===== src/hdl/dfs_pkg.sv =====
// Package for the delimited frame search: field widths, register indexes
// and the one-hot search phase type. Depends on nothing.
`timescale 1ns / 1ps
`default_nettype none

package dfs_pkg;

   localparam int BYTE_W      = 8;
   localparam int PATTERN_W   = 64;
   localparam int LEN_W       = 4;
   localparam int START_W     = 10;
   localparam int LENGTH_W    = 11;
   localparam int RSP_DATA_W  = 24;
   localparam int CSR_INDEX_W = 2;

   localparam logic [CSR_INDEX_W-1:0] CSR_HEAD_PATTERN = 2'd0;
   localparam logic [CSR_INDEX_W-1:0] CSR_HEAD_LENGTH  = 2'd1;
   localparam logic [CSR_INDEX_W-1:0] CSR_TAIL_PATTERN = 2'd2;
   localparam logic [CSR_INDEX_W-1:0] CSR_TAIL_LENGTH  = 2'd3;

   typedef enum logic [2:0] {
      PHASE_HEAD = 3'b001,
      PHASE_TAIL = 3'b010,
      PHASE_DONE = 3'b100
   } phase_type;

endpackage

`default_nettype wire


===== src/hdl/dfs_matcher.sv =====
// Window compare: tests whether the newest bytes of the history equal the
// low bytes of a pattern. Depends on dfs_pkg.
`timescale 1ns / 1ps
`default_nettype none

module dfs_matcher #(
   parameter int MAX_PATTERN_BYTES = 8
) (
   input  logic [dfs_pkg::PATTERN_W-1:0]              pattern,
   input  logic [dfs_pkg::LEN_W-1:0]                  pat_len,
   input  logic [dfs_pkg::BYTE_W*MAX_PATTERN_BYTES-1:0] history,
   output logic                                       hit
);
   import dfs_pkg::*;

   // History byte at age a (0 is newest) lines up with pattern byte j when
   // a + j + 1 equals the pattern length; the oldest byte meets pattern byte 0.
   always_comb begin
      hit = 1'b1;
      for (int a = 0; a < MAX_PATTERN_BYTES; a++) begin
         for (int j = 0; j < MAX_PATTERN_BYTES; j++) begin
            if ((a + j + 1) == int'(pat_len)) begin
               if (history[a*BYTE_W +: BYTE_W] != pattern[j*BYTE_W +: BYTE_W]) begin
                  hit = 1'b0;
               end
            end
         end
      end
   end

endmodule

`default_nettype wire


===== src/hdl/delimited_frame_search.sv =====
// Top level of the delimited frame search: input register, search state,
// result register and configuration registers. Depends on dfs_pkg, dfs_matcher.
//
//   channel  direction  payload
//   req_     in         tdata = rx_byte, tlast = frame_end
//   rsp_     out        tdata = span_start, span_length; tuser = span_found
//   csr_     in         write enable, register index, write data
//
// An item is taken every cycle unless a last item waits on a stalled
// result, while non-last items keep flowing; a frame's last item writes its
// result into the output register, which holds a stalled result, as the
// item leaves the input register. The search state update (masked window
// compares and position counters) sets the one-item-per-cycle figure. Reset
// is synchronous and clears all control state and sets the lengths to one.
`timescale 1ns / 1ps
`default_nettype none

module delimited_frame_search #(
   parameter int FRAME_DEPTH       = 1024,
   parameter int MAX_PATTERN_BYTES = 8
) (
   input  logic                             clock,
   input  logic                             reset,
   input  logic                             req_tvalid,
   output logic                             req_tready,
   input  logic [dfs_pkg::BYTE_W-1:0]       req_tdata,   // [7:0] rx_byte
   input  logic                             req_tlast,   // frame_end
   output logic                             rsp_tvalid,
   input  logic                             rsp_tready,
   output logic [dfs_pkg::RSP_DATA_W-1:0]   rsp_tdata,   // [9:0] span_start, [20:10] span_length
   output logic                             rsp_tuser,   // [0] span_found
   input  logic                             csr_wr_en,
   input  logic [dfs_pkg::CSR_INDEX_W-1:0]  csr_index,
   input  logic [dfs_pkg::PATTERN_W-1:0]    csr_wdata
);
   import dfs_pkg::*;

   localparam int POS_W  = $clog2(FRAME_DEPTH + 1);
   localparam int HIST_W = BYTE_W * MAX_PATTERN_BYTES;

   logic [PATTERN_W-1:0] head_pattern_ff, head_pattern_in;
   logic [LEN_W-1:0]     head_length_ff, head_length_in;
   logic [PATTERN_W-1:0] tail_pattern_ff, tail_pattern_in;
   logic [LEN_W-1:0]     tail_length_ff, tail_length_in;

   logic                 in_valid_ff, in_valid_in;
   logic [BYTE_W-1:0]    in_byte_ff, in_byte_in;
   logic                 in_last_ff, in_last_in;

   logic [HIST_W-1:0]    hist_ff, hist_in;
   logic [POS_W-1:0]     pos_ff, pos_in;
   phase_type            phase_ff, phase_in;
   logic [POS_W-1:0]     head_start_ff, head_start_in;
   logic [POS_W-1:0]     after_head_ff, after_head_in;
   logic [POS_W-1:0]     found_len_ff, found_len_in;

   logic                 rsp_valid_ff, rsp_valid_in;
   logic                 rsp_found_ff, rsp_found_in;
   logic [START_W-1:0]   rsp_start_ff, rsp_start_in;
   logic [LENGTH_W-1:0]  rsp_length_ff, rsp_length_in;

   logic                 stage_go;
   logic                 in_range;
   logic [POS_W-1:0]     pos_next;
   logic [POS_W-1:0]     after_next;
   logic [LEN_W-1:0]     head_len_c;
   logic [LEN_W-1:0]     tail_len_c;
   logic [HIST_W-1:0]    hist_shift;
   logic                 head_hit;
   logic                 tail_hit;
   phase_type            phase_upd;
   logic [POS_W-1:0]     head_start_upd;
   logic [POS_W-1:0]     found_len_upd;

   function automatic logic [LEN_W-1:0] clamp_len(input logic [LEN_W-1:0] v);
      logic [LEN_W-1:0] r;
      priority if (v == '0) begin
         r = LEN_W'(1);
      end else if (v > LEN_W'(MAX_PATTERN_BYTES)) begin
         r = LEN_W'(MAX_PATTERN_BYTES);
      end else begin
         r = v;
      end
      return r;
   endfunction

   // A non-last item never needs the output register, so it always moves on.
   assign stage_go   = in_valid_ff && (!in_last_ff || !rsp_valid_ff || rsp_tready);
   assign req_tready = !in_valid_ff || stage_go;

   assign in_range   = pos_ff < POS_W'(FRAME_DEPTH);
   assign pos_next   = pos_ff + 1'b1;
   assign after_next = after_head_ff + 1'b1;
   assign head_len_c = clamp_len(head_length_ff);
   assign tail_len_c = clamp_len(tail_length_ff);
   // Newest byte enters at age zero; the oldest falls off the top.
   assign hist_shift = HIST_W'({hist_ff, in_byte_ff});

   dfs_matcher #(.MAX_PATTERN_BYTES(MAX_PATTERN_BYTES)) u_head_match (
      .pattern (head_pattern_ff),
      .pat_len (head_len_c),
      .history (hist_shift),
      .hit     (head_hit)
   );

   dfs_matcher #(.MAX_PATTERN_BYTES(MAX_PATTERN_BYTES)) u_tail_match (
      .pattern (tail_pattern_ff),
      .pat_len (tail_len_c),
      .history (hist_shift),
      .hit     (tail_hit)
   );

   always_comb begin
      head_pattern_in = head_pattern_ff;
      head_length_in  = head_length_ff;
      tail_pattern_in = tail_pattern_ff;
      tail_length_in  = tail_length_ff;
      if (csr_wr_en) begin
         unique case (csr_index)
            CSR_HEAD_PATTERN: head_pattern_in = csr_wdata;
            CSR_HEAD_LENGTH:  head_length_in  = csr_wdata[LEN_W-1:0];
            CSR_TAIL_PATTERN: tail_pattern_in = csr_wdata;
            CSR_TAIL_LENGTH:  tail_length_in  = csr_wdata[LEN_W-1:0];
            default: ;
         endcase
      end
   end

   always_comb begin
      in_valid_in = in_valid_ff;
      in_byte_in  = in_byte_ff;
      in_last_in  = in_last_ff;
      if (req_tready) begin
         in_valid_in = req_tvalid;
         in_byte_in  = req_tdata;
         in_last_in  = req_tlast;
      end
   end

   // Search update for the item in the input register.
   always_comb begin
      hist_in        = hist_ff;
      pos_in         = pos_ff;
      after_head_in  = after_head_ff;
      phase_upd      = phase_ff;
      head_start_upd = head_start_ff;
      found_len_upd  = found_len_ff;
      if (in_range) begin
         hist_in = hist_shift;
         pos_in  = pos_next;
         unique case (phase_ff)
            PHASE_HEAD: begin
               if ((pos_next >= POS_W'(head_len_c)) && head_hit) begin
                  head_start_upd = pos_next - POS_W'(head_len_c);
                  after_head_in  = '0;
                  phase_upd      = PHASE_TAIL;
               end
            end
            PHASE_TAIL: begin
               after_head_in = after_next;
               if ((after_next >= POS_W'(tail_len_c)) && tail_hit) begin
                  found_len_upd = pos_next - head_start_ff;
                  phase_upd     = PHASE_DONE;
               end
            end
            PHASE_DONE: ;
            default: ;
         endcase
      end
   end

   always_comb begin
      phase_in      = phase_ff;
      head_start_in = head_start_ff;
      found_len_in  = found_len_ff;
      if (stage_go) begin
         phase_in      = phase_upd;
         head_start_in = head_start_upd;
         found_len_in  = found_len_upd;
         if (in_last_ff) begin
            phase_in = PHASE_HEAD;
         end
      end
   end

   always_comb begin
      rsp_valid_in  = rsp_valid_ff;
      rsp_found_in  = rsp_found_ff;
      rsp_start_in  = rsp_start_ff;
      rsp_length_in = rsp_length_ff;
      if (stage_go && in_last_ff) begin
         rsp_valid_in = 1'b1;
         rsp_found_in = (phase_upd == PHASE_DONE);
         if (phase_upd == PHASE_DONE) begin
            rsp_start_in  = START_W'({{START_W{1'b0}}, head_start_upd});
            rsp_length_in = LENGTH_W'({{LENGTH_W{1'b0}}, found_len_upd});
         end else begin
            rsp_start_in  = '0;
            rsp_length_in = '0;
         end
      end else if (rsp_tready) begin
         rsp_valid_in = 1'b0;
      end
   end

   always_ff @(posedge clock) begin
      if (reset) begin
         head_pattern_ff <= '0;
         head_length_ff  <= LEN_W'(1);
         tail_pattern_ff <= '0;
         tail_length_ff  <= LEN_W'(1);
         in_valid_ff     <= 1'b0;
         pos_ff          <= '0;
         phase_ff        <= PHASE_HEAD;
         rsp_valid_ff    <= 1'b0;
      end else begin
         head_pattern_ff <= head_pattern_in;
         head_length_ff  <= head_length_in;
         tail_pattern_ff <= tail_pattern_in;
         tail_length_ff  <= tail_length_in;
         in_valid_ff     <= in_valid_in;
         phase_ff        <= phase_in;
         rsp_valid_ff    <= rsp_valid_in;
         if (stage_go) begin
            pos_ff <= in_last_ff ? '0 : pos_in;
         end
      end
   end

   // The history needs no clearing: compares only look at bytes of the
   // current frame, guarded by the position and after-head counts.
   always_ff @(posedge clock) begin
      in_byte_ff    <= in_byte_in;
      in_last_ff    <= in_last_in;
      head_start_ff <= head_start_in;
      found_len_ff  <= found_len_in;
      rsp_found_ff  <= rsp_found_in;
      rsp_start_ff  <= rsp_start_in;
      rsp_length_ff <= rsp_length_in;
      if (stage_go) begin
         hist_ff       <= hist_in;
         after_head_ff <= after_head_in;
      end
   end

   assign rsp_tvalid = rsp_valid_ff;
   assign rsp_tuser  = rsp_found_ff;
   assign rsp_tdata  = RSP_DATA_W'({rsp_length_ff, rsp_start_ff});

endmodule

`default_nettype wire


===== config.mk =====
export PLATFORM = sky130hd
export DESIGN_NAME = delimited_frame_search
export DESIGN_NICKNAME = d
export VERILOG_FILES = /design/src/hdl/dfs_pkg.sv /design/src/hdl/dfs_matcher.sv /design/src/hdl/delimited_frame_search.sv
export SDC_FILE = /design/constraint.sdc
export NUM_CORES = 1
export LEC_CHECK = 0
export BUFFER_PORTS_ARGS = -buffer_cell sky130_fd_sc_hd__clkbuf_2
export CORE_MARGIN = 5
export CORE_UTILIZATION = 40
export CTS_CLUSTER_DIAMETER = 30
export DETAILED_ROUTE_END_ITERATION = 10
export GPL_ROUTABILITY_DRIVEN = 0
export SLEW_MARGIN = 20
export SYNTH_ARGS = -nofsm -noshare
export SYNTH_HDL_FRONTEND = slang
export SYNTH_SLANG_ARGS = --single-unit

===== constraint.sdc =====
create_clock -name clock -period 3.6 [get_ports clock]
set_input_delay 0.72 -clock clock [delete_from_list [all_inputs] [get_ports clock]]
set_output_delay 0.72 -clock clock [all_outputs]
set_load 0.02 [all_outputs]

==> metrics.md <==
| Metric | Value |
|---|---|
| Status | complete, no violations |
| Post-synth EDFFs | 120 |
| Fillers | 3,912 |
| Slew Viols, Final | 0 |
| Hpwl dp | a little over 50 mm |
| Overflow after GRT | 0 |
| Num CTS Buffers | 73 |
| GRT met3 Usage | a little over a tenth |
| Pin count of the biggest net entering global routing | just over 80 |
| Final ANT Viol Nets | 0 |
| Clock Tree Root | clkbuf_16 |
| Initial Util | about 40% |
| FF-to-FF Start | hist_ff[1] |
| Worst-margin pin slew | roughly 0.83 ns |
| Routed via count | between 15k and 20k |
| Seq/Total Area, Yosys | 37.2% |
| Final setup vio count | 0 |
| Max cap viols | 0 |
| Multi-input logic area | between 10,000 and 15,000 um^2 |
| Hold Worst Slack | 0.298 ns |
| Sequential Area | around 6600 um^2 |
| Core area | ~44,000 um^2 |
| Post-synthesis mux area share | 0.993% |
| Clk pwr share | 57.4% |
| Hold path depth | 1 |
| Die area | ~49,000 um^2 |
| Worst slack, placed | -0.449 ns |
| Drt total wl | slightly above 70 mm |
| Worst setup endpoint | rsp_length_ff[4] |
| Worst Path Required | between 3 and 4 ns |
| IO Count | between 100 and 150 |
| Sequential share of power | between 30 and 40% |
| Vias per cell | roughly 5.9 |
| Grt met2 use | between 30% and 40% |
| Largest family of logic cells by synthesized area | XOR/XNOR gates |
| Final nets | around 2.4k |
| Max H-tree Level | 3 |
| CTS clk-pin slew, worst paths | 0.05 ns |
| RSZ-0062 raised after global routing | false |
| Worst R2R End | rsp_length_ff[4] |
| PortBufs | 103 |
| Die Ht | ~220 um |
| CP Data Arrival Time | roughly 3.8 ns |
| CTS tree | yes |
| Bufs on Longest Clock Path | 3 |
| Min Tclk post-route | roughly 3.5 ns |
| Site Rows | 77 |
| PD cells | approximately 490 nW/um^2 |
| Worst VDD drop | between 0.0003 and 0.0004 V |
| GR Util met1 | a little over a third |
| Clk sinks | ~270 |
| Xor/xnor cell area share of the yosys netlist | 29.9% |
| WL/cell | around 25 um |
| Crit path from | hist_ff[1] |
| Post-synthesis simple-gate area fraction | between 10% and 20% |
| Post-synthesis sequential element count | about 270 |
| Post-Synth Adder-Cell Area | under 10% |
| Fin crit share | 97.0% |
| Skew-Pair Late Insertion Delay | 0.61 ns |
| Number of global-route vias before repair | 16.3k |
| Sw frac | about 27% |
| Startpoint Class | register |
| Most frequent cells in the layout | 368 x xor2_1, 293 x nand2_1, 240 x xnor2_1, 216 x buf_4, 154 x a21oi_1 |
| Max Freq | ~290 MHz |
| Syn-to-layout area delta | 29.1% |
| R2R Setup Slk | 0.11 ns |
| Leakage | approximately 9.5 nW |
| Drt drc | 0 |
| Slack of the critical path | 0.108 ns |
| Async S/R FF share, synth | 0% |
| Syn avg cell area | between 8 and 9 um^2 |
| Share of cells above drive strength 1 | a little over a fifth |
| Drt first pass iters | 7 |
| 1st-iter DRT viols | about 2.7k |
| Antenna cells | 0 |
| CP Capture Type | register |
| Clock Skews | 0.0173 ns |
| Synth cell types | 66 |
| Cell depth of the worst flop-to-flop path | 11 |
| Post-synthesis cell area | roughly 18,000 um^2 |
| Post-Synthesis Cells | just over 2k |
| Setup CP Type | register to register |
| Antenna violations before repair | 0 |
| Most common flop cell mapped by yosys | dfxtp_1 |
| Worst hold path type | input pin to register |
| First-pass GRT wire length | ~100 mm |
| Most used routing layer | met2 |
| Synth Area in Compound Gates | between 7 and 8% |
| Final hold viol count | 0 |
| Commonest non-fill, non-tap cell in the layout | xor2_1 |
| Pint | roughly 8.2 mW |
| CP max FO | 9 |
| Max-slew headroom | between 40 and 50% |
| Switch Pwr | around 3.0 mW |
| Logic pwr share | a little under an eighth |
| Yosys warnings | 0 |
| Die X-Extent | roughly 220 um |
| Post-CTS Hold Fix Bufs | 0 |
| GRT Total Usage | between 20 and 30% |
| Final core utilization | between 50% and 60% |
## flip-flops by register name (all words and copies together), names as in the netlist
signal,cells
head_pattern_ff,64
tail_pattern_ff,64
hist_ff,56
after_head_ff,11
found_len_ff,11
head_start_ff,11
pos_ff,11
rsp_length_ff,11
rsp_start_ff,10
in_byte_ff,8
head_length_ff,4
tail_length_ff,4
phase_ff,3
in_last_ff,1
in_valid_ff,1
rsp_tuser,1
rsp_tvalid,1
## synth_stat cells (4+ instances only)
library cell	number	area, um^2
or3_1	5	31.3
ha_1	20	250
and3_1	6	37.5
o21ai_0	25	125
nor4_1	102	638
inv_1	30	113
xor2_1	369	3230
a22oi_1	14	105
edfxtp_1	120	3600
nand3_1	27	135
buf_1	42	158
a31oi_1	14	87.6
mux2i_1	14	140
nor3_1	22	110
nand2_1	293	1100
nand3b_1	4	30.0
nor2b_1	10	62.6
a21oi_1	154	771
nand4_1	80	500
nor2_1	64	240
clkbuf_1	164	616
nand2b_1	7	43.8
dfxtp_1	152	3040
xnor2_1	242	2120
## routing by layer
metal / vias up / wire, um
met5: - / 43
met4: 2 / 5440
met3: 397 / 9540
met2: 1237 / 28800
met1: 8033 / 28000
li1: 7337 / -
## repair_timing
item,CTS,global route
endpoints found under the setup margin,31,29
setup buffers,11,17
pin swaps,2,7
gates resized for setup,11,16
endpoints found under the hold margin,0,0
## how the worst min path moves through the flow
stage	from	to	slack [ns]
after floorplan	in_byte_ff[0]	hist_ff[0]	0.42
after global placement	tail_pattern_ff[57]	tail_pattern_ff[57]	0.46
after detailed placement	head_pattern_ff[59]	head_pattern_ff[59]	0.46
after CTS	req_tdata[0]	in_byte_ff[0]	0.28
after global routing	req_tdata[0]	in_byte_ff[0]	0.29
final	req_tdata[0]	in_byte_ff[0]	0.30
## power by group through the flow
stage | Combinational [mW] | Clock (mW) | Sequential (mW)
2_1_floorplan | 0.787 | 0 | 3.45
3_3_place_gp | 1.22 | 0 | 3.53
3_5_place_dp | 1.22 | 0 | 3.53
4_1_cts | 1.25 | 6.53 | 3.48
5_1_grt | 1.38 | 6.73 | 3.48
6_report | 1.33 | 6.47 | 3.48
## cell type report
class / count / area share (%)
inverters: 30 / 0.488
multi-input cells: 1529 / 45.2
clock buffers: 86 / 8.66
well taps: 592 / 3.21
flip-flops and latches: 272 / 28.8
clock inverters: 49 / 2.07
repair buffers: 345 / 11.5
## through the flow
| stage | power [mW] | cells | area, um^2 | TNS [ns] |
|---|---|---|---|---|
| after floorplan | 4.24 | 2044 | 17900 | 0 |
| after global placement | 4.75 | 2740 | 20300 | -6.55 |
| after detailed placement | 4.76 | 2740 | 20300 | -7.43 |
| after CTS | 11.3 | 2886 | 22900 | -0.0323 |
| after global routing | 11.6 | 2903 | 23100 | 0 |
| final | 11.3 | 2903 | 23100 | 0 |
## cell families (layout without fill, tap and decap cells)
family / after synthesis / after routing
compound gates: 239 / 239
xor+xnor: 611 / 611
fa+ha+maj: 22 / 22
buf+inv: 243 / 510
flops: 272 / 272
mux: 17 / 17
other cells: 1 / 3
simple gates: 637 / 637
## critical path, stage by stage, from the launching register on
cell      delay, ns
edfxtp_1       0.42
buf_4          0.24
xor2_1         0.17
nor4_1         0.28
nand4_1        0.22
nor4_4         0.50
buf_4          0.18
a21oi_1        0.08
or4b_4         0.54
buf_4          0.19
o21ai_0        0.22
a22oi_1        0.13
Power figures use the tool's default switching activity.
